File: config.mk
export PLATFORM = sky130hd
export DESIGN_NAME = keyed_rssi_moving_average_cache
export DESIGN_NICKNAME = d
export VERILOG_FILES = /design/src/krma_pkg.sv /design/src/krma_div.sv /design/src/keyed_rssi_moving_average_cache.sv
export VERILOG_INCLUDE_DIRS = /design/src /design/src/src
export SDC_FILE = /design/constraint.sdc
export NUM_CORES = 2
export LEC_CHECK = 0
export ABC_AREA = 1
export BUFFER_PORTS_ARGS = -buffer_cell sky130_fd_sc_hd__buf_4
export CAP_MARGIN = 20
export CORE_ASPECT_RATIO = 0.6
export CORE_MARGIN = 2
export CORE_UTILIZATION = 45
export DETAILED_ROUTE_END_ITERATION = 8
export PLACE_DENSITY_LB_ADDON = 0.05
export SLEW_MARGIN = 40
export SYNTH_ARGS = -nofsm -noshare
export SYNTH_HDL_FRONTEND = slang
export SYNTH_SLANG_ARGS = --single-unit
export TNS_END_PERCENT = 50
File: constraint.sdc
create_clock -name clk -period 6.3 [get_ports clk]
set_input_delay 0.315 -clock clk [delete_from_list [all_inputs] [get_ports clk]]
set_output_delay 0.315 -clock clk [all_outputs]
set_load 0.05 [all_outputs]
File: src/keyed_rssi_moving_average_cache_assert.svh
// Assertion macros for the keyed signal-strength averaging cache.
`ifndef KEYED_RSSI_MOVING_AVERAGE_CACHE_ASSERT_SVH
`define KEYED_RSSI_MOVING_AVERAGE_CACHE_ASSERT_SVH
`ifndef SYNTH
// Checks that a condition holds at every clock edge outside reset.
`define KRMA_ASSERT(lbl, cond) \
  lbl: assert property (@(posedge clk) disable iff (rst) (cond)) \
    else $error("krma check failed");
// Checks that a consequence holds in the cycle after its trigger.
`define KRMA_ASSERT_NEXT(lbl, ante, cons) \
  lbl: assert property (@(posedge clk) disable iff (rst) (ante) |=> (cons)) \
    else $error("krma check failed");
`else
`define KRMA_ASSERT(lbl, cond)
`define KRMA_ASSERT_NEXT(lbl, ante, cons)
`endif
`endif

File: src/krma_pkg.sv
package krma_pkg;

  // Fixed field widths of the stream payloads.
  localparam int KEY_W       = 48;
  localparam int TIME_W      = 32;
  localparam int SAMPLE_W    = 8;
  localparam int AVG_W       = 16;
  localparam int SLOT_OUT_W  = 4;
  localparam int COUNT_OUT_W = 4;
  localparam int FRAC_W      = 8;
  localparam int IN_DATA_W   = 88;
  localparam int OUT_DATA_W  = 32;

  // Item kind carried on the input tuser bit.
  localparam logic MODE_CLEAR = 1'b1;

  typedef enum logic [2:0] {
    ST_IDLE,
    ST_SCAN,
    ST_RING_RD,
    ST_UPDATE,
    ST_DIV,
    ST_OUT
  } state_t;

endpackage

File: src/krma_div.sv
module krma_div #(
  parameter int DW = 20,
  parameter int VW = 4
) (
  input  logic          clk,
  input  logic          rst,
  input  logic          start,
  input  logic          neg,
  input  logic [DW-1:0] mag,
  input  logic [VW-1:0] divisor,
  output logic          done,
  output logic [DW-1:0] quo
);
  localparam int CW = $clog2(DW + 1);

  logic          busy;
  logic [CW-1:0] cnt;
  logic [DW-1:0] shreg;
  logic [VW:0]   rem;
  logic [VW-1:0] dvs;
  logic          sign;
  logic [VW:0]   rem_sh;
  logic          fits;

  // One quotient bit per cycle, restoring form on the magnitude.
  always_comb begin
    rem_sh = {rem[VW-1:0], shreg[DW-1]};
    fits   = rem_sh >= {1'b0, dvs};
  end

  always_ff @(posedge clk) begin
    if (rst) begin
      busy <= 1'b0;
      done <= 1'b0;
      cnt  <= '0;
    end else begin
      done <= 1'b0;
      if (start) begin
        busy  <= 1'b1;
        cnt   <= CW'(DW);
        shreg <= mag;
        rem   <= '0;
        dvs   <= divisor;
        sign  <= neg;
      end else if (busy) begin
        rem   <= fits ? rem_sh - {1'b0, dvs} : rem_sh;
        shreg <= {shreg[DW-2:0], fits};
        cnt   <= cnt - 1'b1;
        if (cnt == CW'(1)) begin
          busy <= 1'b0;
          done <= 1'b1;
        end
      end
    end
  end

  // Sign goes back on after the magnitude divide: truncation toward zero.
  assign quo = sign ? (~shreg + 1'b1) : shreg;

endmodule

File: src/keyed_rssi_moving_average_cache.sv
// Keyed moving average of signal strength. Each sample item (tuser low) looks up its
// 48-bit address in CACHE_SLOTS slots, takes a free slot or evicts the least recently
// seen one on a miss, pushes the sample into that device's window of AVG_WINDOW samples
// and returns sum*256/count as a signed Q8 value together with slot, new-entry flag and
// count. A clear item (tuser high) empties the cache at once and returns nothing.
// Items are handled one at a time. A sample item takes the slot scan through the slot
// memory, one entry per cycle and ending early on a hit, then a ring memory read and
// write-back, then a bit-serial divide of the scaled sum by the count, and then the
// handoff of the result to the output register.
// A new item is taken while the previous result still waits on the output.
`include "keyed_rssi_moving_average_cache_assert.svh"
module keyed_rssi_moving_average_cache #(
  parameter int CACHE_SLOTS = 16,
  parameter int AVG_WINDOW  = 10
) (
  input  logic                             clk,
  input  logic                             rst,
  input  logic                             s_tvalid,
  output logic                             s_tready,
  // device_address [47:0], rssi_sample [55:48], now_time [87:56]
  input  logic [krma_pkg::IN_DATA_W-1:0]   s_tdata,
  // mode [0]
  input  logic                             s_tuser,
  output logic                             m_tvalid,
  input  logic                             m_tready,
  // average_q8 [15:0], slot_used [19:16], new_entry [20], sample_count [24:21], zero [31:25]
  output logic [krma_pkg::OUT_DATA_W-1:0]  m_tdata
);
  import krma_pkg::*;

  localparam int SW    = (CACHE_SLOTS > 1) ? $clog2(CACHE_SLOTS) : 1;
  localparam int CW    = SW + 1;
  localparam int NW    = (AVG_WINDOW > 1) ? $clog2(AVG_WINDOW) : 1;
  localparam int FW    = $clog2(AVG_WINDOW + 1);
  localparam int SUMW  = SAMPLE_W + $clog2(AVG_WINDOW);
  localparam int DW    = SUMW + FRAC_W;
  localparam int RDEP  = CACHE_SLOTS * AVG_WINDOW;
  localparam int RAW   = (RDEP > 1) ? $clog2(RDEP) : 1;
  localparam int MW    = KEY_W + TIME_W + FW + NW + SUMW;
  localparam int O_NXT = SUMW;
  localparam int O_FIL = SUMW + NW;
  localparam int O_TIM = SUMW + NW + FW;
  localparam int O_KEY = SUMW + NW + FW + TIME_W;

  state_t state, state_next;

  // Slot memory: key, last-seen time, fill, next position and sum per slot.
  logic [MW-1:0]       meta_mem [CACHE_SLOTS];
  logic [MW-1:0]       meta_q;
  logic                meta_re;
  logic [SW-1:0]       meta_raddr;
  logic                meta_we;
  logic [MW-1:0]       meta_wdata;
  // Sample ring memory, one row of AVG_WINDOW entries per slot.
  logic [SAMPLE_W-1:0] ring_mem [RDEP];
  logic [SAMPLE_W-1:0] ring_q;

  logic [CACHE_SLOTS-1:0] slot_valid;

  logic [KEY_W-1:0]           key;
  logic signed [SAMPLE_W-1:0] sample;
  logic [TIME_W-1:0]          now_t;
  logic [CW-1:0]              rd_cnt;
  logic                       ev_vld;
  logic [SW-1:0]              ev_idx;
  logic                       free_found;
  logic [SW-1:0]              free_idx;
  logic                       old_found;
  logic [SW-1:0]              old_idx;
  logic [TIME_W-1:0]          old_time;
  logic [SW-1:0]              sel;
  logic                       new_flag;
  logic [FW-1:0]              fill;
  logic [NW-1:0]              nxt;
  logic signed [SUMW-1:0]     sum;
  logic [RAW-1:0]             ring_addr;
  logic [FW-1:0]              out_count;
  logic                       count_ok;

  // Scan evaluation of the entry read in the previous cycle.
  logic              e_valid, e_match, hit_now, last_eval, scan_done;
  logic              free_n, old_take, old_n;
  logic [SW-1:0]     free_idx_n, old_idx_n, sel_n;
  logic              full;
  logic signed [SUMW-1:0] sum_n;
  logic [FW-1:0]     fill_n;
  logic [NW-1:0]     nxt_n;
  logic              in_xfer, out_xfer;
  logic              div_start, div_done;
  logic [DW-1:0]     div_mag, div_quo;

  assign in_xfer  = s_tvalid && s_tready;
  assign out_xfer = m_tvalid && m_tready;
  assign s_tready = (state == ST_IDLE);

  always_comb begin
    e_valid    = slot_valid[ev_idx];
    e_match    = (meta_q[O_KEY +: KEY_W] == key);
    hit_now    = ev_vld && e_valid && e_match;
    last_eval  = ev_vld && (ev_idx == SW'(CACHE_SLOTS - 1));
    scan_done  = hit_now || last_eval;
    free_n     = free_found || (ev_vld && !e_valid);
    free_idx_n = free_found ? free_idx : ev_idx;
    old_take   = ev_vld && e_valid && !e_match &&
                 (!old_found || (meta_q[O_TIM +: TIME_W] < old_time));
    old_n      = old_found || old_take;
    old_idx_n  = old_take ? ev_idx : old_idx;
    sel_n      = hit_now ? ev_idx : (free_n ? free_idx_n : old_idx_n);
  end

  // Window update from the slot state and the displaced sample.
  always_comb begin
    full   = (fill == FW'(AVG_WINDOW));
    sum_n  = sum + SUMW'(sample) - (full ? SUMW'($signed(ring_q)) : SUMW'(0));
    fill_n = full ? fill : fill + 1'b1;
    nxt_n  = (nxt == NW'(AVG_WINDOW - 1)) ? NW'(0) : nxt + 1'b1;
    ring_addr = RAW'(sel) * RAW'(AVG_WINDOW) + RAW'(nxt);
    div_mag   = sum_n[SUMW-1] ? DW'(-sum_n) << FRAC_W : DW'(sum_n) << FRAC_W;
  end

  assign meta_re    = (state == ST_SCAN) && (rd_cnt < CW'(CACHE_SLOTS));
  assign meta_raddr = rd_cnt[SW-1:0];
  assign meta_we    = (state == ST_UPDATE);
  assign meta_wdata = {key, now_t, fill_n, nxt_n, sum_n};
  assign div_start  = (state == ST_UPDATE);
  assign count_ok   = (out_count != '0) && (out_count <= FW'(AVG_WINDOW));

  // State register.
  always_ff @(posedge clk) begin
    if (rst) begin
      state <= ST_IDLE;
    end else begin
      state <= state_next;
    end
  end

  // Next state.
  always_comb begin
    state_next = state;
    unique case (state)
      ST_IDLE: begin
        if (in_xfer && (s_tuser != MODE_CLEAR)) state_next = ST_SCAN;
      end
      ST_SCAN: begin
        if (scan_done) state_next = ST_RING_RD;
      end
      ST_RING_RD: state_next = ST_UPDATE;
      ST_UPDATE:  state_next = ST_DIV;
      ST_DIV: begin
        if (div_done) state_next = ST_OUT;
      end
      ST_OUT: begin
        if (!m_tvalid || m_tready) state_next = ST_IDLE;
      end
      default: state_next = ST_IDLE;
    endcase
  end

  // Slot memory port.
  always_ff @(posedge clk) begin
    if (meta_re) meta_q <= meta_mem[meta_raddr];
    if (meta_we) meta_mem[sel] <= meta_wdata;
  end

  // Ring memory port: the oldest sample is read only once the window is full.
  always_ff @(posedge clk) begin
    if (state == ST_RING_RD && full) ring_q <= ring_mem[ring_addr];
    if (state == ST_UPDATE) ring_mem[ring_addr] <= sample;
  end

  // Valid bits, cleared at once by reset or a clear item.
  always_ff @(posedge clk) begin
    if (rst) begin
      slot_valid <= '0;
    end else if (in_xfer && (s_tuser == MODE_CLEAR)) begin
      slot_valid <= '0;
    end else if (state == ST_UPDATE) begin
      slot_valid[sel] <= 1'b1;
    end
  end

  // Item capture and scan bookkeeping.
  always_ff @(posedge clk) begin
    if (rst) begin
      ev_vld <= 1'b0;
    end else begin
      if (in_xfer) begin
        key        <= s_tdata[KEY_W-1:0];
        sample     <= s_tdata[KEY_W +: SAMPLE_W];
        now_t      <= s_tdata[KEY_W + SAMPLE_W +: TIME_W];
        rd_cnt     <= '0;
        ev_vld     <= 1'b0;
        free_found <= 1'b0;
        old_found  <= 1'b0;
      end else if (state == ST_SCAN) begin
        ev_vld     <= meta_re;
        ev_idx     <= meta_raddr;
        rd_cnt     <= meta_re ? rd_cnt + 1'b1 : rd_cnt;
        free_found <= free_n;
        free_idx   <= free_idx_n;
        old_found  <= old_n;
        old_idx    <= old_idx_n;
        if (old_take) old_time <= meta_q[O_TIM +: TIME_W];
        if (scan_done) begin
          ev_vld   <= 1'b0;
          sel      <= sel_n;
          new_flag <= !hit_now;
          fill     <= hit_now ? meta_q[O_FIL +: FW] : '0;
          nxt      <= hit_now ? meta_q[O_NXT +: NW] : '0;
          sum      <= hit_now ? $signed(meta_q[SUMW-1:0]) : '0;
        end
      end else if (state == ST_UPDATE) begin
        out_count <= fill_n;
      end
    end
  end

  krma_div #(
    .DW(DW),
    .VW(FW)
  ) u_div (
    .clk    (clk),
    .rst    (rst),
    .start  (div_start),
    .neg    (sum_n[SUMW-1]),
    .mag    (div_mag),
    .divisor(fill_n),
    .done   (div_done),
    .quo    (div_quo)
  );

  // Output register: loaded once the previous result has been taken.
  always_ff @(posedge clk) begin
    if (rst) begin
      m_tvalid <= 1'b0;
    end else begin
      if (state == ST_OUT && (!m_tvalid || m_tready)) begin
        m_tvalid <= 1'b1;
        m_tdata  <= {7'd0, COUNT_OUT_W'(out_count), new_flag, SLOT_OUT_W'(sel),
                     AVG_W'(div_quo)};
      end else if (out_xfer) begin
        m_tvalid <= 1'b0;
      end
    end
  end

  `KRMA_ASSERT_NEXT(a_clear_empties, in_xfer && (s_tuser == MODE_CLEAR), slot_valid == '0)
  `KRMA_ASSERT_NEXT(a_slot_taken, state == ST_UPDATE, slot_valid[sel])
  `KRMA_ASSERT(a_count_range, (state != ST_OUT) || count_ok)
  `KRMA_ASSERT(a_ready_idle, !s_tready || (state == ST_IDLE))

endmodule

==> impl_metrics.csv <==
group,metric,value,unit
synthesis,synth_area_leaders,"edfxtp_1 77%, nor2_1 3.8%, a22oi_1 3.8%",
detailed_routing,wl_met3,33700,um
clock_network,cts_root_buf,"clkbuf_16",
floorplan,initial_core_util,45.2,%
global_route,grt_max_degree,174,
critical_path,crit_path_max_incr_delay,0.70,ns
global_route,grt_pass1_vias,69900,
critical_path,cp.arrival,5.18,ns
finish,syn2layout_area_growth,13.2,%
synthesis,yosysUniqueCellTypes,53,
sta,setup_viol,0,
synthesis,postSynth.asyncResetShare,0,%
sta,maxSlewViolCount,0,
global_route,antenna_found_initial,21,
global_route,grt_pass1_wl,515000,um
floorplan,fp.dieW,686,um
clock_network,cts_resized,0,
sta,fin_tns_setup,0,ns
detailed_routing,drt-met1-wl,176000,um
power_and_ir_drop,power.density,309,mW/mm2
critical_path,r2r_cells,10,
floorplan,fp.dieH,413,um
global_route,track_usage,25.0,%
detailed_routing,first_pass_iters,6,
placement,port-buffer-count,119,
synthesis,synth_edf_count,3210,
synthesis,yosys.area.top_type,"edfxtp_1",
clock_network,clockBufferDepth,4,
synthesis,yosys_warnings,0,
worst_hold_path,hold_depth,2,
detailed_routing,wl_per_cell,28.3,um
finish,final_nets,8931,
critical_path,path_cells,"ha_1 -> ha_1 -> fa_1 -> xor2_1 -> nand3_1 -> xor2_1 -> buf_4 -> nor2_2 -> nand2_2 -> nor2_1",
critical_path,start_kind,"flip-flop",
critical_path,path_class,"reg2reg",
placement,dpl.hpwl,199000,um
finish,fin_area,0.142,mm2
worst_hold_path,hp-class,"in2reg",
clock_network,cts_tree,"yes",
sta,tightest_slew,0.960,ns
critical_path,reg2reg_to,"ring_mem[60][3]",
sta,fmax,0.214,GHz
synthesis,syn_avg_cell_area,14.6,um2
outcome,status,"completed",
placement,gp_congestion,0.906,
clock_network,clock_latency,0.89,ns
worst_hold_path,hp-start,"s_tdata[33]",
detailed_routing,drc_errors,0,
critical_path,slowest_stage,"nor2_1",
clock_network,clock-sinks,3238,
clock_network,numCtsBuffers,309,
worst_hold_path,hold_end,"key[33]",
global_route,grt_overflow_total,0,
floorplan,core_area,0.278,mm2
synthesis,yosysTopAreaCellShare,76.8,%
critical_path,crit_path_start,"sel[1]",
sta,rsz0062_at_grt,"false",
sta,setup_ws,1.62,ns
floorplan,pin_count,127,
floorplan,dieArea,0.283,mm2
detailed_routing,post_drt_via_cell_ratio,5.83,
detailed_routing,wl_met2,145000,um
detailed_routing,antenna_left,0,
detailed_routing,drt_iter0_drc,9007,
clock_network,htreeDepth,5,
sta,fin_crit,4.68,ns
sta,fin_skew,0.0436,ns
critical_path,worstReg2RegStart,"sel[1]",
clock_network,clk_pin_slew_worst_paths,0.06,ns
sta,maxSlewHeadroom,36.0,%
critical_path,path_max_fanout,16,
detailed_routing,top_layer,"met5",
synthesis,ys_seq_area_share,77.2,%
synthesis,synth_cells,8570,
sta,finalCritPeriodShare,74.3,%
synthesis,ys_ff_latch,3238,
run,drv_cap,0,
critical_path,r2r_slack,1.62,ns
floorplan,rows,150,
power_and_ir_drop,max-vdd-ir-drop,230,uV
synthesis,synth_area,0.126,mm2
finish,drive_above_1_share,9.06,%
critical_path,worstPathRequired,6.80,ns
detailed_routing,vias,74200,
placement,pre_cts_ws,1.53,ns
detailed_routing,routed_wl,360000,um
power_and_ir_drop,p_leak,46.6,nW
critical_path,end_kind,"flip-flop",
placement,placed_cell_area,0.131,mm2
sta,hold_viol_final,0,
synthesis,synthFlopType,"edfxtp_1",
-- per-stage QoR --
stage / cells / hold WS [ns] / util, % / total power [mW]
floorplan: 8576 / 0.400 / - / 25.4
global placement: 12100 / 0.406 / 47.1 / 26.1
detailed placement: 12100 / 0.407 / 47.3 / 26.1
CTS: 12700 / 0.0737 / 51.1 / 44.3
global route: 12700 / 0.106 / 51.1 / 45.3
finish: 12700 / 0.146 / 51.1 / 44.0
-- worst max-delay path: cells and delay by family, from the launching register on --
kind                     cells  cell delay (ns)
AND/OR/NAND/NOR              4             2.00
adder cells (fa/ha/maj)      3             1.01
flip-flops                   1             0.55
XOR/XNOR                     2             0.50
buffers and inverters        1             0.22
-- sequential cells by signal, indices dropped and copies added (netlist names), 4 cells and up --
signal / count
ev_idx: 4
fill: 4
free_idx: 4
key: 48
m_tdata: 25
meta_mem: 1600
meta_q: 100
now_t: 32
nxt: 4
old_idx: 4
old_time: 32
out_count: 4
rd_cnt: 5
ring_mem: 1280
ring_q: 8
sample: 8
sel: 4
slot_valid: 16
sum: 12
u_div.cnt: 5
u_div.dvs: 4
u_div.rem: 4
u_div.shreg: 20
-- worst max-delay path by stage --
stage                           end  cells after the start
global route        u_div.shreg[18]                     22
finish              ring_mem[60][3]                     10
CTS                 u_div.shreg[17]                     19
detailed placement  u_div.shreg[17]                     19
global placement    u_div.shreg[10]                     20
floorplan           meta_mem[12][0]                      7
-- cell usage after synthesis (183+ instances only) --
| master | count |
|---|---|
| a21oi_1 | 183 |
| a22oi_1 | 637 |
| buf_2 | 183 |
| clkbuf_1 | 283 |
| edfxtp_1 | 3210 |
| inv_1 | 220 |
| nand2_1 | 855 |
| nand3_1 | 239 |
| nor2_1 | 1287 |
| o21ai_0 | 452 |
| o32ai_1 | 238 |
-- routing by layer --
metal	up-vias	track usage [%]
li1	32900	-
met1	38000	40.7
met2	2945	33.8
met3	384	6.33
met4	8	4.30
met5	-	0
-- what timing repair did --
item	in CTS	in global routing
setup buffers	0	0
hold buffers	93	0
hold endpoints to repair	117	0
-- kinds of logic after synthesis --
logic type,synth area share (%)
muxes,1.29
xor gates and xnor gates,0.613
buffers and inverters,2.50
adders and majority gates,0.841
other,0.00299
AOI/OAI and AO/OA,9.58
and+or+nand+nor,7.94
DFF,77.2
-- power by group --
group          leakage [nW]  internal [mW]  switching (mW)
combinational          13.0          0.535            1.25
sequential             28.8           23.8           0.143
clock                  4.72           10.2            8.04
total                  46.6           34.5            9.44
-- layout make-up --
cell class	instances	area [um2]
fill	23200	136000
sequential	3238	97000
multi-input combinational	4585	25800
clock buffer	377	8220
tap	3724	4660
timing repair buffer	393	4120
clock inverter	163	1440
inverter	235	920
antenna	5	12.5
-- cells in the final DEF (no fill, tap or decap), types with 24 or more instances in the layout --
cell,netlist,final
edfxtp_1,3210,3210
nor2_1,1287,1257
nand2_1,855,846
a22oi_1,637,637
o21ai_0,452,450
clkbuf_16,0,319
nand3_1,239,239
o32ai_1,238,238
buf_4,13,223
inv_1,220,218
a21oi_1,183,178
mux2i_1,162,162
o221ai_1,162,162
dlygate4sd3_1,0,93
nor3_1,77,69
clkinv_1,1,65
ha_1,62,62
clkbuf_1,283,56
clkinv_2,0,49
xnor2_1,48,48
buf_12,0,42
o211ai_1,41,41
xor2_1,33,33
nor2_4,3,28
dfxtp_1,28,28
nand4_1,24,24
No activity file was read; power rests on OpenSTA's default activity.
